$ cat src/design/tun_pkg.sv
package tun_pkg;

  localparam int COORD_WIDTH_DEF  = 32;
  localparam int NORMAL_WIDTH_DEF = 16;

  localparam int Q_W   = 31;
  localparam int ALIGN = 30;
  localparam int SQ_W  = 2 * Q_W;
  localparam int S_W   = 64;
  localparam int R_W   = 32;

  typedef struct packed {
    logic [2:0] neg;
    logic       degen;
  } tun_tag_t;

  localparam int AUX_W = 3 * Q_W + $bits(tun_tag_t);

endpackage

$ cat src/design/tun_sqrt.sv
module tun_sqrt import tun_pkg::*; (
  input  logic             clk_i,
  input  logic             rst_ni,
  input  logic             valid_i,
  input  logic [S_W-1:0]   s_i,
  input  logic [AUX_W-1:0] aux_i,
  output logic             valid_o,
  output logic [R_W-1:0]   root_o,
  output logic [AUX_W-1:0] aux_o
);

  logic             vld_s  [R_W+1];
  logic [R_W:0]     rem_s  [R_W+1];
  logic [R_W-1:0]   root_s [R_W+1];
  logic [S_W-1:0]   rad_s  [R_W+1];
  logic [AUX_W-1:0] aux_s  [R_W+1];

  assign vld_s[0]  = valid_i;
  assign rem_s[0]  = '0;
  assign root_s[0] = '0;
  assign rad_s[0]  = s_i;
  assign aux_s[0]  = aux_i;

  for (genvar g = 0; g < R_W; g++) begin : g_stage
    logic             vld_q;
    logic [R_W:0]     rem_d, rem_q;
    logic [R_W-1:0]   root_d, root_q;
    logic [S_W-1:0]   rad_q;
    logic [AUX_W-1:0] aux_q;

    always_comb begin
      logic [R_W+1:0] sh;
      logic [R_W+1:0] trial;
      sh    = {rem_s[g][R_W-1:0], rad_s[g][S_W-1 -: 2]};
      trial = {root_s[g], 2'b01};
      if (sh >= trial) begin
        rem_d  = (R_W+1)'(sh - trial);
        root_d = {root_s[g][R_W-2:0], 1'b1};
      end else begin
        rem_d  = sh[R_W:0];
        root_d = {root_s[g][R_W-2:0], 1'b0};
      end
    end

    always_ff @(posedge clk_i or negedge rst_ni) begin
      if (!rst_ni) begin
        vld_q <= 1'b0;
      end else begin
        vld_q <= vld_s[g];
      end
    end

    always_ff @(posedge clk_i) begin
      rem_q  <= rem_d;
      root_q <= root_d;
      rad_q  <= rad_s[g] << 2;
      aux_q  <= aux_s[g];
    end

    assign vld_s[g+1]  = vld_q;
    assign rem_s[g+1]  = rem_q;
    assign root_s[g+1] = root_q;
    assign rad_s[g+1]  = rad_q;
    assign aux_s[g+1]  = aux_q;
  end

  assign valid_o = vld_s[R_W];
  assign root_o  = root_s[R_W];
  assign aux_o   = aux_s[R_W];

endmodule

$ cat config.mk
export PLATFORM = sky130hd
export DESIGN_NAME = tun_sqrt
export DESIGN_NICKNAME = d
export VERILOG_FILES = /design/src/design/tun_pkg.sv /design/src/design/tun_sqrt.sv
export SDC_FILE = /design/constraint.sdc
export NUM_CORES = 2
export LEC_CHECK = 0
export BUFFER_PORTS_ARGS = -buffer_cell sky130_fd_sc_hd__buf_2
export CAP_MARGIN = 20
export CELL_PAD_IN_SITES_DETAIL_PLACEMENT = 0
export CELL_PAD_IN_SITES_GLOBAL_PLACEMENT = 1
export CORE_MARGIN = 4
export CORE_UTILIZATION = 50
export CTS_CLUSTER_SIZE = 25
export DETAILED_ROUTE_END_ITERATION = 6
export PLACE_DENSITY_LB_ADDON = 0.2
export SLEW_MARGIN = 10
export SYNTH_ARGS = -nofsm -noshare
export SYNTH_HDL_FRONTEND = slang
export SYNTH_SLANG_ARGS = --single-unit
$ cat constraint.sdc
create_clock -name clk_i -period 4.29 [get_ports clk_i]
set_clock_uncertainty 0.05 [all_clocks]
set_input_delay 0.6435 -clock clk_i [delete_from_list [all_inputs] [get_ports clk_i]]
set_output_delay 0.6435 -clock clk_i [all_outputs]
set_load 0.02 [all_outputs]
### Word level (Yosys, flattened, before mapping)

Cells that the tools add are included.

| word-level totals | value |
|---|---|
| bits in registers | 5619 |
| input port bits | 164 |
| output and inout port bits | 130 |
| word-level logic and storage cells | 285 |

| cells by class | value |
|---|---|
| $add $sub $neg | 31 |
| $lt $le $gt $ge | 32 |
| muxes and demuxes | 63 |

Operator list:

| operator | count |
|---|---|
| 32-bit 2-to-1 mux | 30 |
| 34-bit by 10-bit greater-or-equal comparator with 1-bit output | 1 |
| 34-bit by 11-bit greater-or-equal comparator with 1-bit output | 1 |
| 34-bit by 12-bit greater-or-equal comparator with 1-bit output | 1 |
| 34-bit by 13-bit greater-or-equal comparator with 1-bit output | 1 |
| 34-bit by 14-bit greater-or-equal comparator with 1-bit output | 1 |
| 34-bit by 15-bit greater-or-equal comparator with 1-bit output | 1 |
| 34-bit by 16-bit greater-or-equal comparator with 1-bit output | 1 |
| 34-bit by 17-bit greater-or-equal comparator with 1-bit output | 1 |
| 34-bit by 18-bit greater-or-equal comparator with 1-bit output | 1 |
| 34-bit by 19-bit greater-or-equal comparator with 1-bit output | 1 |
| 34-bit by 20-bit greater-or-equal comparator with 1-bit output | 1 |
| 34-bit by 21-bit greater-or-equal comparator with 1-bit output | 1 |
| 34-bit by 22-bit greater-or-equal comparator with 1-bit output | 1 |
| 34-bit by 23-bit greater-or-equal comparator with 1-bit output | 1 |
| 34-bit by 24-bit greater-or-equal comparator with 1-bit output | 1 |
| 34-bit by 25-bit greater-or-equal comparator with 1-bit output | 1 |
| 34-bit by 26-bit greater-or-equal comparator with 1-bit output | 1 |
| 34-bit by 27-bit greater-or-equal comparator with 1-bit output | 1 |
| 34-bit by 28-bit greater-or-equal comparator with 1-bit output | 1 |
| 34-bit by 29-bit greater-or-equal comparator with 1-bit output | 1 |
| 34-bit by 3-bit greater-or-equal comparator with 1-bit output | 1 |
| 34-bit by 30-bit greater-or-equal comparator with 1-bit output | 1 |
| 34-bit by 31-bit greater-or-equal comparator with 1-bit output | 1 |
| 42 further kinds | 73 |

### Logic depth before layout (Yosys ltp)

| depth | value |
|---|---|
| depth in word-level cells | 2 |
| depth in mapped cells | 14 |
| mapped depth without buffers | 12 |

### Worst setup path after synthesis

Ideal clock, no wire load.

| timing | value |
|---|---|
| path type | reg-to-reg |
| from | reg g_stage[29].root_q[0] |
| to | reg g_stage[30].rem_q[16] |
| arrival time | 2946 ps |
| required time | 4117 ps |
| setup slack | 1170 ps |
| stages on the path, launching flop included | 12 |
| buffers on the path | 1 |
| clock period less this slack | 3120 ps |
| cells stage by stage | dfxtp_1 inv_1 ha_1 nor2b_1 o31a_1 o41a_1 o31ai_1 a31oi_1 a21oi_2 o21ai_1 clkbuf_1 mux2_1 |

| between the ends | value |
|---|---|
| longest elaborated chain between the ends | 2 |

RTL lines:

| item | RTL line | source |
|---|---|---|
| from (decl) | tun_sqrt.sv:27 | `logic [R_W-1:0] root_d, root_q;` |
| from (signal assigned) | tun_sqrt.sv:55 | `root_q <= root_d;` |
| 32-bit subtractor or 34-bit by 32-bit greater-or-equal comparator with 1-bit output (tied branches) | tun_sqrt.sv:37, tun_sqrt.sv:36 |  |
| 32-bit 2-to-1 mux (*) | tun_sqrt.sv:36 | `if (sh >= trial) begin` |
| via g_stage[30].rem_d[16] | tun_sqrt.sv:26 | `logic [R_W:0] rem_d, rem_q;` |
| to (signal assigned) | tun_sqrt.sv:54 | `rem_q <= rem_d;` |
| to (decl) | tun_sqrt.sv:26 |  |

The timed path passes the listed nets; every way through them passes the cells marked *.
A chain may end at the register's enable or synchronous reset.

### Final worst setup path

| timing | value |
|---|---|
| from | reg g_stage[18].root_q[18] |
| to | reg g_stage[19].rem_q[24] |

| between the ends | value |
|---|---|
| longest elaborated chain between the ends | 2 |

RTL lines:

| item | RTL line |
|---|---|
| from (decl) | tun_sqrt.sv:27 |
| from (signal assigned) | tun_sqrt.sv:55 |
| 32-bit by 21-bit subtractor with 32-bit output or 34-bit by 21-bit greater-or-equal comparator with 1-bit output (tied branches) | tun_sqrt.sv:37, tun_sqrt.sv:36 |
| 32-bit 2-to-1 mux (*) | tun_sqrt.sv:36 |
| via g_stage[19].rem_d[24] | tun_sqrt.sv:26 |
| to (signal assigned) | tun_sqrt.sv:54 |
| to (decl) | tun_sqrt.sv:26 |

Marked as above.

==> flow_metrics.py <==
metrics = {
    "outcome": {
        "outcome": "finished clean",
    },
    "cts": {
        "cts_inserted_buffers": 530,
        "htree_levels": 6,
        "insertion_delay_ns": 0.98,
        "postCtsSetupRepairBufs": 0,
        "cts_sinks": 5602,
        "cts_root_buffer": "clkbuf_16",
        "path_clk_slew_ns": 0.06,
        "clock_path_buffers": 4,
        "cts_tree": "done",
    },
    "finish": {
        "layout_commonest_cell": "dfxtp_1",
        "final_area_sq_mm": 0.180,
        "multi_input_comb_area_sq_mm": 0.0377,
        "seq_area_sq_mm": 0.112,
        "utilization_pct": 59.3,
        "drive_gt1_share_pct": 10.4,
        "fin_nets": 13600,
        "fillerInstances": 24000,
        "final_cell_mix": "dfxtp_1, inv_1, a21oi_1",
        "syn2layout_area_growth_pct": 17.7,
    },
    "pwr": {
        "power.density_mw_per_mm2": 668,
        "netSwitchingPower_mw": 29.6,
        "seqPwrFrac_pct": 50.6,
        "p_int_mw": 90.9,
        "ir_worst_vdd_v": 0.000456,
        "pwr-share-comb_pct": 9.5,
        "p_total_mw": 120,
        "leakage_nw": 81.1,
        "swShare_pct": 24.5,
        "clkPwrFrac_pct": 39.9,
    },
    "global_route": {
        "grt_pass1_wl_mm": 445,
        "grt_pass1_vias": 83100,
        "track_usage_pct": 17.4,
        "grt_overflow_total": 0,
        "grt_antenna_before_repair": 16,
        "grt_max_degree": 57,
    },
    "routing": {
        "viasPerCell": 4.73,
        "wire_per_inst_um": 16.0,
        "drt_iter0_markers": 4463,
        "first_pass_iters": 6,
        "vias": 82400,
        "ant_nets": 0,
        "wirelength_mm": 278,
        "drc": 0,
    },
    "synthesis": {
        "syn_area_sq_mm": 0.153,
        "ys_seq_area_share_pct": 73.3,
        "synth_cell_types": 101,
        "synthArstFlopShare_pct": 0.571,
        "synth_flop_cell": "dfxtp_1",
        "ys_ff_latch": 5602,
        "synth_edf_count": 0,
        "syn_inst": 12000,
        "postSynthAreaPerCell_sq_um": 12.8,
        "ys_warn_count": 0,
        "syn_nets": 12700,
    },
    "floorplanning": {
        "die_w_um": 562,
        "initial_core_util_pct": 50.4,
        "rows": 202,
        "die_h_um": 562,
        "ios": 294,
        "dieArea_sq_mm": 0.315,
        "core_sq_mm": 0.304,
    },
    "setup_path": {
        "criticalPathCategory": "flop to flop",
        "reg2reg_depth": 12,
        "cp_data_required_time_ns": 5.08,
        "critical-path-slowest-cell": "nor4_1",
        "cp_max_fo": 16,
        "endpoint_kind": "flop",
        "cp-start-kind": "flop",
        "path_cells": "inv_1 > ha_1 > nor2b_1 > or4b_1 > nor4_1 > nor4b_1 > o31a_1 > o31ai_4 > buf_4 > nand3_1 > a221oi_1 > xor2_1",
        "cp_data_arrival_time_ns": 4.90,
        "cpPeakStageDelay_ns": 0.82,
    },
    "timing": {
        "holdWs_ns": 0.193,
        "max_slew_margin_pct": 33.4,
        "tightestPinTransition_ns": 0.997,
        "setup_viol": 0,
        "period_needed_ns": 4.11,
        "finalCritPeriodShare_pct": 95.7,
        "rsz0062_at_grt": "no",
        "timing.fmax_ghz": 0.244,
        "fin_setup_tns_ns": 0,
        "slew_viol_final": 0,
        "hold_violations": 0,
    },
    "hold_path": {
        "hp-class": "input port to asynchronous set/reset pin",
    },
    "placement": {
        "io_buffers": 293,
        "dp_hpwl_mm": 197,
        "gp_congestion": 0.861,
        "dpl-instance-area_sq_mm": 0.160,
    },
    "job": {
        "maxCapViolCount": 0,
    },
}
-- worst max-delay path: cells and delay by family (launching register included) --
kind | cells | cell delay (ns)
flip-flops | 1 | 0.38
XOR/XNOR | 1 | 0.22
AND/OR/NAND/NOR | 5 | 2.06
AO/OA/AOI/OAI | 3 | 0.61
buffers and inverters | 2 | 0.33
adder cells (fa/ha/maj) | 1 | 0.36
-- cell families after synthesis --
group	synth area share (%)
xor+xnor	4.52
mux	0.699
simple gates	7.39
flops	73.3
fa+ha+maj	4.58
buf+inv	2.13
compound gates	7.38
other cells	0.00245
-- per-stage QoR --
| step | setup slack, ns | cells |
|---|---|---|
| final | 0.185 | 17400 |
| after global routing | 0.0689 | 17400 |
| after CTS | 0.399 | 17400 |
| after detailed placement | 0.426 | 16300 |
| after global placement | 0.377 | 16300 |
| after floorplan | 1.17 | 12000 |
-- synth_stat cells, types with 15 or more instances --
cell / instances / area share [%]
dfrtp_1: 32 / 0.52
xor2_1: 362 / 2.1
or4_1: 63 / 0.31
o31ai_1: 60 / 0.29
o31a_1: 15 / 0.086
nand4b_1: 20 / 0.11
dfxtp_1: 5570 / 73
and3_1: 42 / 0.17
nand3b_1: 18 / 0.088
a21o_1: 217 / 1.1
or3_1: 84 / 0.34
o21ai_1: 38 / 0.12
nor3b_1: 19 / 0.093
mux2_2: 84 / 0.62
nand4_1: 112 / 0.46
nor3_1: 211 / 0.69
o21a_1: 95 / 0.47
a21boi_0: 35 / 0.17
o21ai_0: 389 / 1.3
nand2_1: 560 / 1.4
and2_1: 33 / 0.13
nand3_1: 133 / 0.43
a21oi_1: 608 / 2.0
nor4_1: 113 / 0.46
nand2b_1: 94 / 0.38
a31oi_1: 47 / 0.19
xnor2_1: 429 / 2.5
or2_2: 33 / 0.13
o211ai_1: 30 / 0.15
a31o_2: 17 / 0.097
nor2_1: 597 / 1.5
a211oi_1: 48 / 0.24
inv_1: 699 / 1.7
o21bai_1: 57 / 0.28
clkbuf_1: 133 / 0.33
o41ai_1: 18 / 0.10
ha_1: 561 / 4.6
nor2b_1: 94 / 0.38
-- sequential cells by signal, indices dropped and copies added (netlist names) --
| register | flops |
|---|---|
| valid_o | 1 |
| g_stage.vld_q | 31 |
| g_stage.rad_q | 992 |
| root_o | 32 |
| g_stage.root_q | 496 |
| aux_o | 97 |
| g_stage.aux_q | 3007 |
| g_stage.rem_q | 946 |
-- final cells by class --
class                      instances  area share (%)
antenna                            4         0.00555
clock buffer                     729            8.36
clock inverter                   228            2.07
inverter                         706            1.47
multi-input combinational       5547            20.9
sequential                      5602            62.3
tap                             4080            2.83
timing repair buffer             517            2.02
-- routing by layer --
metal / GRT usage (%) / part of all wire [%] / vias to the layer above
li1: - / - / 41900
met1: 24.0 / 48 / 38300
met2: 27.5 / 44 / 1563
met3: 3.21 / 4.7 / 557
met4: 5.88 / 3.1 / 4
met5: 0 / 0.0097 / -
-- path summary, 6_finish.rpt --
kind / from / endpoint / slack (ns)
min in group clk_i: g_stage[20].aux_q[18] / g_stage[21].aux_q[18] / 0.22
max in group asynchronous: rst_ni / g_stage[23].vld_q / 3.53
worst max-delay path: g_stage[18].root_q[18] / g_stage[19].rem_q[24] / 0.18
worst max register to register: g_stage[18].root_q[18] / g_stage[19].rem_q[24] / 0.18
worst min register to register: g_stage[20].aux_q[18] / g_stage[21].aux_q[18] / 0.22
worst min-delay path: rst_ni / g_stage[12].vld_q / 0.19
-- timing repair --
| item | in CTS | in global routing |
|---|---|---|
| gates resized for setup | 0 | 0 |
| hold endpoints to repair | 195 | 0 |
| hold buffers | 164 | 0 |
-- power groups by stage --
stage          combinational [mW]  sequential, mW  clock (mW)
2_1_floorplan                8.47            60.6           0
3_3_place_gp                 11.2            62.1           0
3_5_place_dp                 11.3            62.1           0
4_1_cts                      11.5            61.0        49.6
5_1_grt                      12.8            61.5        51.7
6_report                     11.4            60.9        48.1
(Power assumes the default switching activity.)
